<file path="config.mk">
export PLATFORM = sky130hd
export DESIGN_NAME = date_add_signed_days_core
export DESIGN_NICKNAME = d
export VERILOG_FILES = /design/src/rtl/dateadd_pkg.sv /design/src/rtl/date_add_signed_days_core.sv /design/src/rtl/dateadd_ctrl.sv /design/src/rtl/dateadd_dp.sv
export SDC_FILE = /design/constraint.sdc
export NUM_CORES = 1
export LEC_CHECK = 0
export ABC_AREA = 1
export BUFFER_PORTS_ARGS = -buffer_cell sky130_fd_sc_hd__buf_2
export CAP_MARGIN = 25
export CORE_MARGIN = 5
export CORE_UTILIZATION = 52
export DETAILED_ROUTE_END_ITERATION = 16
export GPL_ROUTABILITY_DRIVEN = 1
export PLACE_DENSITY_LB_ADDON = 0.12
export SLEW_MARGIN = 20
export SYNTH_ARGS = -nofsm -noshare
export SYNTH_HDL_FRONTEND = slang
export SYNTH_HIERARCHICAL = 1
export SYNTH_SLANG_ARGS = --single-unit
</file>
<file path="constraint.sdc">
create_clock -name clk_i -period 6.1 [get_ports clk_i]
set_input_delay 0.305 -clock clk_i [delete_from_list [all_inputs] [get_ports clk_i]]
set_output_delay 0.305 -clock clk_i [all_outputs]
set_load 0.005 [all_outputs]
</file>
<file path="src/rtl/dateadd_pkg.sv">
// Shared types, constants and calendar helpers for the signed date adder.
package dateadd_pkg;

  localparam int unsigned DAY_W   = 5;
  localparam int unsigned MONTH_W = 4;
  localparam int unsigned YEAR_W  = 14;
  localparam int unsigned R400_W  = 9;

  localparam logic [MONTH_W-1:0] MonthJan = 4'd1;
  localparam logic [MONTH_W-1:0] MonthFeb = 4'd2;
  localparam logic [MONTH_W-1:0] MonthApr = 4'd4;
  localparam logic [MONTH_W-1:0] MonthJun = 4'd6;
  localparam logic [MONTH_W-1:0] MonthSep = 4'd9;
  localparam logic [MONTH_W-1:0] MonthNov = 4'd11;
  localparam logic [MONTH_W-1:0] MonthDec = 4'd12;

  localparam logic [YEAR_W-1:0] YearMin      = 14'd1;
  localparam logic [YEAR_W-1:0] YearMax      = 14'd9999;
  localparam logic [YEAR_W-1:0] GregResetVal = 14'd1582;

  localparam logic [R400_W-1:0] CycleLast = 9'd399;

  // Commands from the controller to the datapath.
  typedef struct packed {
    logic load;
    logic step;
    logic capture;
  } dateadd_cmd_t;

  // Status from the datapath to the controller.
  typedef struct packed {
    logic fin;
  } dateadd_stat_t;

  // Year modulo 400 by restoring subtraction of 400 times a power of two.
  function automatic logic [R400_W-1:0] year_mod400(input logic [YEAR_W-1:0] y);
    logic [YEAR_W-1:0] t;
    t = y;
    if (t >= 14'd6400) t = t - 14'd6400;
    if (t >= 14'd3200) t = t - 14'd3200;
    if (t >= 14'd1600) t = t - 14'd1600;
    if (t >= 14'd800)  t = t - 14'd800;
    if (t >= 14'd400)  t = t - 14'd400;
    return t[R400_W-1:0];
  endfunction

  // Leap test given the year, its residue modulo 400 and the switch year.
  function automatic logic is_leap(input logic [YEAR_W-1:0] y,
                                   input logic [R400_W-1:0] r400,
                                   input logic [YEAR_W-1:0] greg);
    logic [R400_W-1:0] r100;
    logic              lp;
    r100 = r400;
    if (r100 >= 9'd200) r100 = r100 - 9'd200;
    if (r100 >= 9'd100) r100 = r100 - 9'd100;
    if (y > greg) begin
      lp = (r400 == '0) || ((r100 != '0) && (y[1:0] == 2'b00));
    end else begin
      lp = (y[1:0] == 2'b00);
    end
    return lp;
  endfunction

  function automatic logic [DAY_W-1:0] month_len(input logic [MONTH_W-1:0] m,
                                                 input logic leap);
    logic [DAY_W-1:0] len;
    if (m == MonthFeb) begin
      len = leap ? 5'd29 : 5'd28;
    end else if (m == MonthApr || m == MonthJun || m == MonthSep || m == MonthNov) begin
      len = 5'd30;
    end else begin
      len = 5'd31;
    end
    return len;
  endfunction

endpackage

</file>
<file path="src/rtl/date_add_signed_days_core.sv">
// Top level of the signed day offset date adder.
//
// A request is taken at a rising edge where start is high and busy is low. It
// carries a start date and a signed day offset of OFFSET_BITS bits. The block
// then walks the calendar one month per clock cycle, forward or backward, and
// wraps the year at December and January. Years above the configured switch
// year use the Gregorian leap rule, the others the Julian rule.
// The result appears for exactly one cycle with result_valid_o high, in the cycle
// after the walk ends. The length of the walk is set by the number of month
// boundaries crossed (about 2200 for an offset of 65536 days). busy stays high
// until the strobe cycle, so only one request is in flight.
// A result year outside 1..9999, or a start year outside it, raises range_error_o
// and echoes the start date. The receiver cannot stall. The user writes the switch
// year with gregorian_after_year_we_i only while idle; the block does not enforce it.
// Reset aborts any walk, drops the strobe and sets the switch year to 1582.
module date_add_signed_days_core #(
  parameter int unsigned OFFSET_BITS = 17
) (
  input  logic                             clk_i,
  input  logic                             rst_ni,
  input  logic                             start,
  output logic                             busy,
  input  logic [dateadd_pkg::DAY_W-1:0]    start_day_i,
  input  logic [dateadd_pkg::MONTH_W-1:0]  start_month_i,
  input  logic [dateadd_pkg::YEAR_W-1:0]   start_year_i,
  input  logic signed [OFFSET_BITS-1:0]    day_offset_i,
  input  logic                             gregorian_after_year_we_i,
  input  logic [dateadd_pkg::YEAR_W-1:0]   gregorian_after_year_i,
  output logic                             result_valid_o,
  output logic [dateadd_pkg::DAY_W-1:0]    result_day_o,
  output logic [dateadd_pkg::MONTH_W-1:0]  result_month_o,
  output logic [dateadd_pkg::YEAR_W-1:0]   result_year_o,
  output logic                             range_error_o
);
  import dateadd_pkg::*;

  dateadd_cmd_t  cmd;
  dateadd_stat_t stat;

  dateadd_ctrl u_ctrl (
    .clk_i   (clk_i),
    .rst_ni  (rst_ni),
    .start_i (start),
    .stat_i  (stat),
    .cmd_o   (cmd),
    .busy_o  (busy),
    .valid_o (result_valid_o)
  );

  dateadd_dp #(
    .OFFSET_BITS (OFFSET_BITS)
  ) u_dp (
    .clk_i          (clk_i),
    .rst_ni         (rst_ni),
    .cmd_i          (cmd),
    .stat_o         (stat),
    .cfg_we_i       (gregorian_after_year_we_i),
    .cfg_wdata_i    (gregorian_after_year_i),
    .start_day_i    (start_day_i),
    .start_month_i  (start_month_i),
    .start_year_i   (start_year_i),
    .day_offset_i   (day_offset_i),
    .result_day_o   (result_day_o),
    .result_month_o (result_month_o),
    .result_year_o  (result_year_o),
    .range_error_o  (range_error_o)
  );

  // The strobe comes in the cycle after the walk ends, when the block is idle again.
  assert property (@(posedge clk_i) disable iff (!rst_ni)
    result_valid_o |-> !busy)
    else $error("result strobe while busy");

  assert property (@(posedge clk_i) disable iff (!rst_ni)
    (start && !busy) |=> (busy && !result_valid_o))
    else $error("accepted request did not start a walk");

  // A result without error is always a real calendar date.
  assert property (@(posedge clk_i) disable iff (!rst_ni)
    (result_valid_o && !range_error_o) |->
      (result_month_o >= MonthJan && result_month_o <= MonthDec &&
       result_day_o != '0 && result_year_o >= YearMin && result_year_o <= YearMax))
    else $error("result date out of range without range error");

endmodule

</file>
<file path="src/rtl/dateadd_ctrl.sv">
// Controller state machine: accepts a request, runs the month walk, strobes the result.
module dateadd_ctrl (
  input  logic                   clk_i,
  input  logic                   rst_ni,
  input  logic                   start_i,
  input  dateadd_pkg::dateadd_stat_t stat_i,
  output dateadd_pkg::dateadd_cmd_t  cmd_o,
  output logic                   busy_o,
  output logic                   valid_o
);
  import dateadd_pkg::*;

  typedef enum logic {
    StIdle,
    StWalk
  } state_e;

  state_e state_q;
  logic   valid_q;

  always_comb begin
    cmd_o.load    = (state_q == StIdle) && start_i;
    cmd_o.step    = (state_q == StWalk);
    cmd_o.capture = (state_q == StWalk) && stat_i.fin;
  end

  always_ff @(posedge clk_i or negedge rst_ni) begin
    if (!rst_ni) begin
      state_q <= StIdle;
      valid_q <= 1'b0;
    end else begin
      valid_q <= 1'b0;
      unique case (state_q)
        StIdle: begin
          if (start_i) state_q <= StWalk;
        end
        StWalk: begin
          if (stat_i.fin) begin
            state_q <= StIdle;
            valid_q <= 1'b1;
          end
        end
        default: state_q <= StIdle;
      endcase
    end
  end

  assign busy_o  = (state_q == StWalk);
  assign valid_o = valid_q;

endmodule

</file>
<file path="src/rtl/dateadd_dp.sv">
// Datapath: day count, month, year and year residue registers with one month step per cycle.
module dateadd_dp #(
  parameter int unsigned OFFSET_BITS = 17
) (
  input  logic                             clk_i,
  input  logic                             rst_ni,
  input  dateadd_pkg::dateadd_cmd_t        cmd_i,
  output dateadd_pkg::dateadd_stat_t       stat_o,
  input  logic                             cfg_we_i,
  input  logic [dateadd_pkg::YEAR_W-1:0]   cfg_wdata_i,
  input  logic [dateadd_pkg::DAY_W-1:0]    start_day_i,
  input  logic [dateadd_pkg::MONTH_W-1:0]  start_month_i,
  input  logic [dateadd_pkg::YEAR_W-1:0]   start_year_i,
  input  logic signed [OFFSET_BITS-1:0]    day_offset_i,
  output logic [dateadd_pkg::DAY_W-1:0]    result_day_o,
  output logic [dateadd_pkg::MONTH_W-1:0]  result_month_o,
  output logic [dateadd_pkg::YEAR_W-1:0]   result_year_o,
  output logic                             range_error_o
);
  import dateadd_pkg::*;

  localparam int unsigned NW = OFFSET_BITS + 1;

  logic [YEAR_W-1:0]      greg_q;
  logic signed [NW-1:0]   n_q, n_d, n_load;
  logic [MONTH_W-1:0]     m_q, m_d, m_load;
  logic [YEAR_W-1:0]      y_q, y_d;
  logic [R400_W-1:0]      r_q, r_d;
  logic                   bad_q;
  logic [DAY_W-1:0]       d_raw_q;
  logic [MONTH_W-1:0]     m_raw_q;
  logic [YEAR_W-1:0]      y_raw_q;
  logic [DAY_W-1:0]       res_day_q;
  logic [MONTH_W-1:0]     res_month_q;
  logic [YEAR_W-1:0]      res_year_q;
  logic                   res_err_q;

  logic [DAY_W-1:0]       len_cur, len_prev;
  logic [MONTH_W-1:0]     m_prev, m_next;
  logic [YEAR_W-1:0]      y_prev, y_next;
  logic [R400_W-1:0]      r_prev, r_next;
  logic                   fwd, bwd, ovf, unf, err;

  always_ff @(posedge clk_i or negedge rst_ni) begin
    if (!rst_ni) begin
      greg_q <= GregResetVal;
    end else if (cfg_we_i) begin
      greg_q <= cfg_wdata_i;
    end
  end

  always_comb begin
    n_load = $signed({{(NW-DAY_W){1'b0}}, start_day_i}) +
             $signed({day_offset_i[OFFSET_BITS-1], day_offset_i});
    if (start_month_i < MonthJan) begin
      m_load = MonthJan;
    end else if (start_month_i > MonthDec) begin
      m_load = MonthDec;
    end else begin
      m_load = start_month_i;
    end
  end

  // Neighbor months; the residue modulo 400 follows the year across a wrap.
  always_comb begin
    if (m_q == MonthDec) begin
      m_next = MonthJan;
      y_next = y_q + 14'd1;
      r_next = (r_q == CycleLast) ? '0 : r_q + 9'd1;
    end else begin
      m_next = m_q + 4'd1;
      y_next = y_q;
      r_next = r_q;
    end
    if (m_q == MonthJan) begin
      m_prev = MonthDec;
      y_prev = y_q - 14'd1;
      r_prev = (r_q == '0) ? CycleLast : r_q - 9'd1;
    end else begin
      m_prev = m_q - 4'd1;
      y_prev = y_q;
      r_prev = r_q;
    end
    len_cur  = month_len(m_q, is_leap(y_q, r_q, greg_q));
    len_prev = month_len(m_prev, is_leap(y_prev, r_prev, greg_q));
    fwd = n_q > $signed({{(NW-DAY_W){1'b0}}, len_cur});
    bwd = n_q < $signed({{(NW-1){1'b0}}, 1'b1});
    // The year moves one way only, so leaving the range ends the walk at once.
    ovf = fwd && (m_q == MonthDec) && (y_q == YearMax);
    unf = bwd && (m_q == MonthJan) && (y_q == YearMin);
    err = bad_q || ovf || unf;
    stat_o.fin = err || (!fwd && !bwd);
  end

  always_comb begin
    n_d = n_q;
    m_d = m_q;
    y_d = y_q;
    r_d = r_q;
    if (fwd) begin
      n_d = n_q - $signed({{(NW-DAY_W){1'b0}}, len_cur});
      m_d = m_next;
      y_d = y_next;
      r_d = r_next;
    end else if (bwd) begin
      n_d = n_q + $signed({{(NW-DAY_W){1'b0}}, len_prev});
      m_d = m_prev;
      y_d = y_prev;
      r_d = r_prev;
    end
  end

  always_ff @(posedge clk_i or negedge rst_ni) begin
    if (!rst_ni) begin
      bad_q <= 1'b0;
    end else if (cmd_i.load) begin
      bad_q <= (start_year_i < YearMin) || (start_year_i > YearMax);
    end
  end

  always_ff @(posedge clk_i) begin
    if (cmd_i.load) begin
      n_q     <= n_load;
      m_q     <= m_load;
      y_q     <= start_year_i;
      r_q     <= year_mod400(start_year_i);
      d_raw_q <= start_day_i;
      m_raw_q <= start_month_i;
      y_raw_q <= start_year_i;
    end else if (cmd_i.step && !stat_o.fin) begin
      n_q <= n_d;
      m_q <= m_d;
      y_q <= y_d;
      r_q <= r_d;
    end
  end

  always_ff @(posedge clk_i) begin
    if (cmd_i.capture) begin
      res_err_q <= err;
      if (err) begin
        res_day_q   <= d_raw_q;
        res_month_q <= m_raw_q;
        res_year_q  <= y_raw_q;
      end else begin
        res_day_q   <= n_q[DAY_W-1:0];
        res_month_q <= m_q;
        res_year_q  <= y_q;
      end
    end
  end

  assign result_day_o   = res_day_q;
  assign result_month_o = res_month_q;
  assign result_year_o  = res_year_q;
  assign range_error_o  = res_err_q;

endmodule
</file>
==> impl_metrics.json, run 1 <==
{
  "nets": 1442,
  "synth_cells": 1239,
  "synthXorXnorAreaFrac_pct": 3.800,
  "clk_pin_slew_ns": 0.07,
  "max_stage_delay_ns": 0.49,
  "dr.pass1.iters": 6,
  "finalCritPeriodShare_pct": 91.07,
  "fmax_mhz": 180.0,
  "synth_edf_count": 92,
  "viasPerCell": 5.500,
  "clk_latency_ns": 0.36,
  "p_total_mw": 4.942,
  "cts_root_buffer": "clkbuf_16",
  "synth_top_flop_cell": "edfxtp_1",
  "start_kind": "flip-flop",
  "cts_sinks": 109,
  "p_leak_nw": 4.725,
  "die_h_um": 143.2,
  "grt_usage_pct": 24.59,
  "register_area_mm2": 0.003196,
  "fillerInstances": 1605,
  "dr_wl_met3_um": 1450,
  "ant_nets": 0,
  "cts_tree": "built",
  "crit_type": "reg -> reg",
  "diodes": 0,
  "hp-class": "in -> reg",
  "rsz0062_at_grt": "yes",
  "synth_fa_ha_area_share_pct": 9.066,
  "vias": 8520,
  "grt_antenna_before_repair": 0,
  "dr.max_layer_used": "met4",
  "synth_warnings": 6,
  "synth.distinct_cells": 55,
  "ir_worst_vdd_uv": 225.4,
  "drtIter0Drc": 859,
  "h-tree-depth": 3,
  "portBuffers": 83,
  "grt_pass1_wl_um": 40370,
  "place_hpwl_um": 19090,
  "wl_met1_um": 11580,
  "grt_pass1_vias": 8087,
  "required_ns": 6.20,
  "hold_viol": 0,
  "max_cap_viol_count": 0,
  "io_pins": 84,
  "muxShareOfSynthArea_pct": 0.1221,
  "wl_um": 24720,
  "cts_made_buffers": 9,
  "slowest_stage": "edfxtp_1",
  "die_x_um": 143.2,
  "synthToLayoutAreaGrowth_pct": 11.22,
  "dp_slack_ns": 0.2512,
  "drive_gt1_share_pct": 14.35,
  "setup_violations": 0,
  "grt_max_degree": 59,
  "drv_slew": 0,
  "drc_errors": 0,
  "die-area_mm2": 0.02049,
  "endpoint_kind": "flip-flop",
  "start_util_pct": 53.11,
  "synth_area_leaders": "edfxtp_1 30%, nand2_1 11%, ha_1 8.4%, inv_1 7.9%, o21ai_0 4.9%",
  "cp_data_arrival_time_ns": 5.65,
  "worst_slack_ns": 0.5444,
  "worst_pin_slew_ns": 0.7400,
  "crit_fanout": 18,
  "gp_routability_congestion": 0.9517,
  "multi_input_area_mm2": 0.005182,
  "synth_compound_area_share_pct": 13.65,
  "synth_top_area_share_pct": 29.97,
  "syn-num-nets": 1362,
  "synth_seq_cells": 109,
  "async_flop_share_pct": 15.60,
  "rows": 48,
  "wl_per_cell_um": 15.96,
  "core_area_mm2": 0.01736,
  "finClkSkew_ns": 0.007745,
  "path_common_cell": "inv_1",
  "cellPowerDensity_mw_per_mm2": 482.0,
  "clk_path_buf_depth": 2,
  "syn-cell-area_mm2": 0.009219,
  "status": "complete, no violations",
  "route.met2.wl_um": 11170,
  "synth_top_family_by_area": "simple AND/OR/NAND/NOR gates",
  "syn_avg_cell_area_um2": 7.441,
  "yosys.area.top_type": "edfxtp_1",
  "ys_seq_area_share_pct": 34.66,
  "synthSimpleGateAreaFrac_pct": 29.11,
  "relSlewSlack_pct": 50.56,
  "grt_overflow": 0,
  "period_minus_slack_ns": 5.556
}
[synth_stat cells (3+ instances only)]
master    number
a211oi_1       4
a21oi_1       35
a31oi_1       11
a32oi_1        3
clkbuf_1      25
dfrtp_1       11
dfstp_2        6
edfxtp_1      92
fa_1           3
ha_1          62
inv_1        194
inv_2          6
nand2_1      277
nand2_2       20
nand2_4       12
nand3_1       81
nand3_2        3
nand3_4        3
nand4_1       21
nor2_1       117
nor2_2         3
nor2_4         5
nor3_1        26
nor3b_1        3
nor4_1         5
o211ai_1      14
o21a_1         4
o21ai_0       90
o221ai_1      16
o22ai_1       13
o31ai_1        3
or2_2          3
xnor2_1        5
xor2_1        35
[path summary, 6_finish.rpt]
kind	from	end	slack [ns]	depth (start not counted)
min	start_day_i[2]	u_dp/d_raw_q[2]$_DFFE_PP_	0.14	1
max in group asynchronous	rst_ni	u_dp/greg_q[1]$_DFFE_PN1P_	5.33	2
max reg2reg	u_dp/r_q[3]$_DFFE_PP_	u_dp/n_q[5]$_DFFE_PP_	0.54	30
max	u_dp/r_q[3]$_DFFE_PP_	u_dp/n_q[5]$_DFFE_PP_	0.54	30
min reg2reg	u_dp/y_raw_q[6]$_DFFE_PP_	u_dp/result_year_o[6]$_DFFE_PP_	0.53	2
min in group asynchronous	rst_ni	u_dp/bad_q$_DFFE_PN0P_	0.43	2
[report_power, final]
part / internal [mW] / switching, mW
logic: 0.930 / 1.81
clock network: 0.320 / 0.289
registers: 1.28 / 0.312
total: 2.53 / 2.41
[cell type report]
class	count	area share, %
well taps	225	2.746
inverters	204	7.517
flip-flops and latches	109	31.17
clock inverters	7	0.7322
repair buffers	97	5.101
multi-input cells	898	50.54
clock buffers	9	2.196
[per-stage QoR]
step	setup TNS, ns	hold slack, ns	cells	instance area, µm²	utilization [%]
2_1_floorplan	0	0.009409	1239	9219	-
3_3_place_gp	0	0.2770	1531	9902	57.05
3_5_place_dp	0	0.2903	1531	9902	57.05
4_1_cts	0	0.1282	1548	10210	58.84
5_1_grt	-0.03673	0.1301	1549	10250	59.08
6_report	0	0.1389	1549	10250	59.08
[routing by layer]
| metal | global-route usage, % | up-vias |
|---|---|---|
| li1 | - | 4305 |
| met1 | 35.09 | 3916 |
| met2 | 38.72 | 267 |
| met3 | 3.315 | 32 |
| met4 | 8.054 | 0 |
| met5 | 0 | - |
[repair_timing]
| action | CTS | global route |
|---|---|---|
| hold buffers | 1 | 0 |
| endpoints found under the setup margin | 0 | 18 |
| setup buffers | 0 | 1 |
| gates resized for setup | 0 | 9 |
| endpoints found under the hold margin | 11 | 0 |
[cell families after synthesis]
group	Yosys count
XOR/XNOR	40
AO/OA/AOI/OAI	208
buffers and inverters	232
AND/OR/NAND/NOR	584
multiplexers	1
adder cells (fa/ha/maj)	65
flip-flops	109
[critical path: cells and delay by family (launching register included)]
kind,cells,cell delay [ns]
buf+inv,7,0.86
simple gates,15,2.16
flops,1,0.49
compound gates,3,0.56
fa+ha+maj,4,0.99
xor+xnor,1,0.25
[sequential cells by signal, indices dropped and copies added (netlist names)]
register,cells
u_dp/greg_q,14
u_ctrl/valid_o,1
u_dp/range_error_o,1
u_dp/y_q,14
u_dp/m_raw_q,4
u_dp/result_month_o,4
u_dp/d_raw_q,5
u_dp/result_year_o,14
u_dp/m_q,4
u_dp/y_raw_q,14
u_dp/r_q,9
u_ctrl/busy_o,1
u_dp/bad_q,1
u_dp/result_day_o,5
u_dp/n_q,18
[cell usage in the layout, fill, tap and decap left out, types with 4 or more instances in the layout]
| cell | instances |
|---|---|
| nand2_1 | 277 |
| inv_1 | 191 |
| nor2_1 | 116 |
| edfxtp_1 | 92 |
| o21ai_0 | 90 |
| buf_2 | 83 |
| nand3_1 | 80 |
| ha_1 | 62 |
| xor2_1 | 35 |
| a21oi_1 | 33 |
| nor3_1 | 23 |
| nand4_1 | 21 |
| nand2_2 | 20 |
| o221ai_1 | 16 |
| o211ai_1 | 14 |
| buf_4 | 13 |
| o22ai_1 | 13 |
| nand2_4 | 12 |
| dfrtp_1 | 11 |
| a31oi_1 | 11 |
| clkbuf_16 | 9 |
| inv_2 | 9 |
| dfstp_2 | 6 |
| xnor2_1 | 5 |
| nor2_4 | 5 |
| nor4_1 | 5 |
| o21a_1 | 4 |
| a211oi_1 | 4 |
| nor2_2 | 4 |
| nand3_2 | 4 |
(Power assumes the default switching activity.)
==> run 2: changes to the inputs <==
Settings changed: CORE_UTILIZATION 52 to 60.
==> run 2 against run 1 <==
  * Die area is 12% lower
  * Highest routed layer unchanged
  * Clock-buffer cell count is 6 higher
  * Non-clock buffer count is 1 higher
  * Maximum frequency is 0.11% lower
  * Cell count is 2.3% lower
  * Critical path type unchanged
  * Total power is 1.2% higher
==> impl_metrics.json, run 2 (same netlist as run 1, synthesis figures left out) <==
{
  "status": "complete, no violations",
  "clk_latency_ns": 0.36,
  "cp_data_arrival_time_ns": 5.67,
  "wl_um": 24890,
  "hold_viol": 0,
  "die_x_um": 134.0,
  "crit_type": "reg -> reg",
  "path_common_cell": "inv_1",
  "grt_max_degree": 60,
  "viasPerCell": 5.705,
  "endpoint_kind": "flip-flop",
  "drv_slew": 0,
  "diodes": 0,
  "grt_usage_pct": 27.51,
  "core_area_mm2": 0.01515,
  "finalSetupTns_ns": 0,
  "rrSetupSlack_ns": 0.54,
  "max_stage_delay_ns": 0.46,
  "cts_tree": "built",
  "min_to": "u_dp/d_raw_q[4]$_DFFE_PP_",
  "grt_pass1_vias": 8032,
  "period_minus_slack_ns": 5.562,
  "finalNonFillerCells": 1513,
  "ant_nets": 0,
  "h-tree-depth": 3,
  "drtIter0Drc": 866,
  "cts_root_buffer": "clkbuf_16",
  "r2r-end": "u_dp/n_q[14]$_DFFE_PP_",
  "die_h_um": 134.0,
  "finClkSkew_ns": 0.01559,
  "slowest_stage": "edfxtp_1",
  "largest_register": "u_dp/n_q",
  "gp_routability_congestion": 0.9569,
  "synthToLayoutAreaGrowth_pct": 11.03,
  "nets": 1443,
  "portBuffers": 83,
  "dr.pass1.iters": 5,
  "largest_reg_flops": 18,
  "r2r_start": "u_dp/m_q[1]$_DFFE_PP_",
  "clk_pin_slew_ns": 0.08,
  "die-area_mm2": 0.01794,
  "cellPowerDensity_mw_per_mm2": 488.7,
  "final_cell_mix": "277 x nand2_1, 192 x inv_1, 117 x nor2_1",
  "relSlewSlack_pct": 54.35,
  "final_util_pct": 67.58,
  "cts_made_buffers": 9,
  "grt_pass1_wl_um": 39850,
  "p_leak_nw": 4.744,
  "place_hpwl_um": 19220,
  "max_cap_viol_count": 0,
  "timing.hold.ws_ns": 0.1493,
  "grt_overflow": 0,
  "setup_violations": 0,
  "min_from": "start_day_i[4]",
  "start_util_pct": 60.87,
  "cts_sinks": 109,
  "ir_worst_vdd_uv": 218.1,
  "grt_antenna_before_repair": 0,
  "worstHoldPathCells": 1,
  "drc_errors": 0,
  "vias": 8632,
  "drive_gt1_share_pct": 13.96,
  "required_ns": 6.21,
  "hp-class": "in -> reg",
  "start_kind": "flip-flop",
  "dp_cells": 1496,
  "rsz0062_at_grt": "no",
  "clk_path_buf_depth": 2,
  "layout_commonest_cell": "nand2_1",
  "crit_fanout": 7,
  "rows": 45,
  "reg2reg_depth": 39,
  "wl_per_cell_um": 16.45,
  "fmax_mhz": 179.8,
  "worst_pin_slew_ns": 0.6848,
  "finalCritPeriodShare_pct": 91.17,
  "io_pins": 84,
  "p_total_mw": 5.002
}
## run 2: worst max-delay path: cells and delay by family, from the launching register on
| family | cells | cell delay, ns |
|---|---|---|
| simple gates | 16 | 1.73 |
| compound gates | 6 | 1.10 |
| buf+inv | 12 | 0.96 |
| fa+ha+maj | 4 | 0.86 |
| flops | 1 | 0.46 |
| xor+xnor | 1 | 0.20 |
## run 2: per-layer routing
layer / GRT usage (%) / share of wire [%] / vias to the layer above
li1: - / - / 4316
met5: 0 / 0 / -
met3: 4.389 / 7.4 / 48
met1: 38.72 / 45 / 3906
met2: 43.51 / 45 / 362
met4: 9.143 / 2.7 / 0
## run 2: where the power goes
| part | switching [mW] | internal (mW) | total [mW] |
|---|---|---|---|
| Clock | 0.271 | 0.363 | 0.634 |
| Sequential | 0.314 | 1.28 | 1.60 |
| Combinational | 1.83 | 0.942 | 2.77 |
| Total | 2.41 | 2.59 | 5.00 |
## run 2: cell type report
cell class	instances	area, µm²
Sequential cell	109	3196
Multi-Input combinational cell	898	5165
Clock buffer	15	321.6
Timing Repair Buffer	98	543.0
Clock inverter	1	5.005
Tap cell	188	235.2
Fill cell	1319	4910
Inverter	204	770.7
## run 2: timing repair
item / 4_1_cts / 5_1_grt
hold buffers: 1 / 0
buffers inserted: 0 / 0
endpoints found under the hold margin: 11 / 0
endpoints found under the setup margin: 0 / 7
resized for setup: 0 / 5
## run 2: worst max path at each step
stage	from	endpoint	slack (ns)	cells past startpoint
2_1_floorplan	u_dp/r_q[3]$_DFFE_PP_	u_dp/r_q[0]$_DFFE_PP_	0.68	30
3_3_place_gp	u_dp/m_q[1]$_DFFE_PP_	u_dp/n_q[14]$_DFFE_PP_	0.59	39
3_5_place_dp	u_dp/m_q[1]$_DFFE_PP_	u_dp/n_q[14]$_DFFE_PP_	0.40	39
4_1_cts	u_dp/m_q[1]$_DFFE_PP_	u_dp/n_q[14]$_DFFE_PP_	0.33	39
5_1_grt	u_dp/m_q[1]$_DFFE_PP_	u_dp/n_q[14]$_DFFE_PP_	0.09	39
6_report	u_dp/m_q[1]$_DFFE_PP_	u_dp/n_q[14]$_DFFE_PP_	0.54	39
## run 2: metrics by stage
step                      instance area (µm²)  setup WS [ns]
after global placement                   9878         0.5926
final                                   10240         0.5385
after detailed placement                 9878         0.3977
after global routing                    10240        0.09051
after floorplan                          9219         0.6756
after CTS                               10210         0.3253
==> run 3: changes to the inputs <==
Settings changed: MAX_ROUTING_LAYER set to met4.
==> run 3 against run 2 <==
  * Non-clock buffer count did not move
  * Critical path depth fell by 5
  * Wire length fell by 1.5%
  * First-iteration DRC count fell by 10%
  * Via count rose by 0.31%
  * Clock skew fell by 0.0072 ns
  * Maximum frequency rose by 2.0%
  * Utilization barely moved
  * Largest cell class unchanged
==> impl_metrics.json, run 3 (same netlist as run 1, synthesis figures left out) <==
{
  "dr.pass1.iters": 6,
  "cts_root_buffer": "clkbuf_16",
  "crit_fanout": 7,
  "stdcell_area_mm2": 0.01023,
  "grt_pass1_vias": 7900,
  "place_hpwl_um": 19000,
  "diodes": 0,
  "grt_overflow": 0,
  "status": "complete, no violations",
  "drv_slew": 0,
  "cts_made_buffers": 9,
  "endpoint_kind": "flip-flop",
  "wl_per_cell_um": 16.21,
  "drtIter0Drc": 779,
  "final_cell_mix": "277 x nand2_1, 192 x inv_1, 117 x nor2_1",
  "drive_gt1_share_pct": 14.04,
  "clk_path_buf_depth": 2,
  "grt_antenna_before_repair": 0,
  "gp_routability_congestion": 0.9930,
  "fmax_mhz": 183.3,
  "vias": 8659,
  "ir_worst_vdd_uv": 231.4,
  "die_x_um": 134.0,
  "path_common_cell": "inv_1",
  "post_cts_buffers": 0,
  "drc_errors": 0,
  "period_minus_slack_ns": 5.454,
  "cts_tree": "built",
  "relSlewSlack_pct": 54.11,
  "dp_cells": 1496,
  "ant_nets": 0,
  "clk_latency_ns": 0.36,
  "crit_type": "reg -> reg",
  "hold_viol": 0,
  "rsz0062_at_grt": "no",
  "rows": 45,
  "nets": 1443,
  "placed_area_mm2": 0.009878,
  "start_kind": "flip-flop",
  "max_stage_delay_ns": 0.47,
  "grt_usage_pct": 28.11,
  "layout_commonest_cell": "nand2_1",
  "hp-class": "in -> reg",
  "multi_input_area_mm2": 0.005165,
  "grt_max_degree": 59,
  "slowest_stage": "edfxtp_1",
  "finalSetupTns_ns": 0,
  "die-area_mm2": 0.01794,
  "required_ns": 6.18,
  "max_cap_viol_count": 0,
  "start_util_pct": 60.87,
  "fillerInstances": 1332,
  "synthToLayoutAreaGrowth_pct": 11.02,
  "largest_register": "u_dp/n_q",
  "die_h_um": 134.0,
  "p_leak_nw": 4.737,
  "finClkSkew_ns": 0.008363,
  "rrSetupSlack_ns": 0.65,
  "viasPerCell": 5.723,
  "largest_reg_flops": 18,
  "cp_data_arrival_time_ns": 5.54,
  "cts_sinks": 109,
  "portBuffers": 83,
  "io_pins": 84,
  "clk_pin_slew_ns": 0.07,
  "h-tree-depth": 3,
  "worst_pin_slew_ns": 0.6884,
  "register_area_mm2": 0.003196,
  "finalNonFillerCells": 1513,
  "cellPowerDensity_mw_per_mm2": 488.0,
  "grt_pass1_wl_um": 39400,
  "setup_violations": 0,
  "finalCritPeriodShare_pct": 89.41,
  "wl_um": 24520,
  "core_area_mm2": 0.01515
}
-- run 3: changes by cell type in the layout (fill, tap and decap cells not counted), sizes merged --
cell,before,now
clkbuf,15,10
bufinv,0,2
clkinv,4,5
clkinvlp,0,1
inv,201,202
-- run 3: path summary, 6_finish.rpt --
kind	startpoint	to	depth (start not counted)
max in group asynchronous	rst_ni	u_dp/greg_q[1]$_DFFE_PN1P_	2
worst min-delay path	start_month_i[0]	u_dp/m_raw_q[0]$_DFFE_PP_	1
min in group asynchronous	rst_ni	u_dp/greg_q[6]$_DFFE_PN0P_	2
worst max-delay path	u_dp/m_q[1]$_DFFE_PP_	u_dp/n_q[12]$_DFFE_PP_	34
worst min register to register	u_dp/d_raw_q[3]$_DFFE_PP_	u_dp/result_day_o[3]$_DFFE_PP_	2
worst max register to register	u_dp/m_q[1]$_DFFE_PP_	u_dp/n_q[12]$_DFFE_PP_	34
-- run 3: report_power, final --
part           internal [mW]  switching, mW  leakage (nW)  total, mW
combinational          0.942           1.81          3.51       2.75
sequential              1.28          0.315          1.07       1.60
clock                  0.365          0.282         0.155      0.647
-- run 3: layout make-up --
type | count | share of cell area [%]
Multi-Input combinational cell | 898 | 50.46
Sequential cell | 109 | 31.22
Inverter | 204 | 7.531
Timing Repair Buffer | 98 | 5.306
Tap cell | 188 | 2.298
Clock buffer | 10 | 2.237
Clock inverter | 6 | 0.9413
-- run 3: what timing repair did --
action                     CTS  global route
hold endpoints to repair    11             0
hold buffers                 1             0
gates resized for setup      0             5
setup endpoints to repair    0             9
-- run 3: critical path, delay by kind of cell, from the launching register on --
kind / cells / cell delay, ns
flops: 1 / 0.47
fa+ha+maj: 4 / 1.07
compound gates: 6 / 0.90
buf+inv: 9 / 0.86
xor+xnor: 2 / 0.33
simple gates: 13 / 1.58
-- run 3: per-layer routing --
metal / wire (µm) / track usage (%)
met1: 11210 / 38.60
met2: 10950 / 43.49
met3: 1671 / 3.976
met4: 686 / 8.686
met5: 0 / -
-- run 3: per-stage QoR --
step	setup WS, ns	power (mW)	hold slack, ns	util (%)
final	0.6457	4.995	0.1449	67.58
after global routing	0.06663	5.410	0.1348	67.58
after CTS	0.3603	4.946	0.1362	67.43
after detailed placement	0.3982	4.286	0.2671	65.22
after global placement	0.5763	4.239	0.2701	65.22
after floorplan	0.6756	3.452	0.009409	-
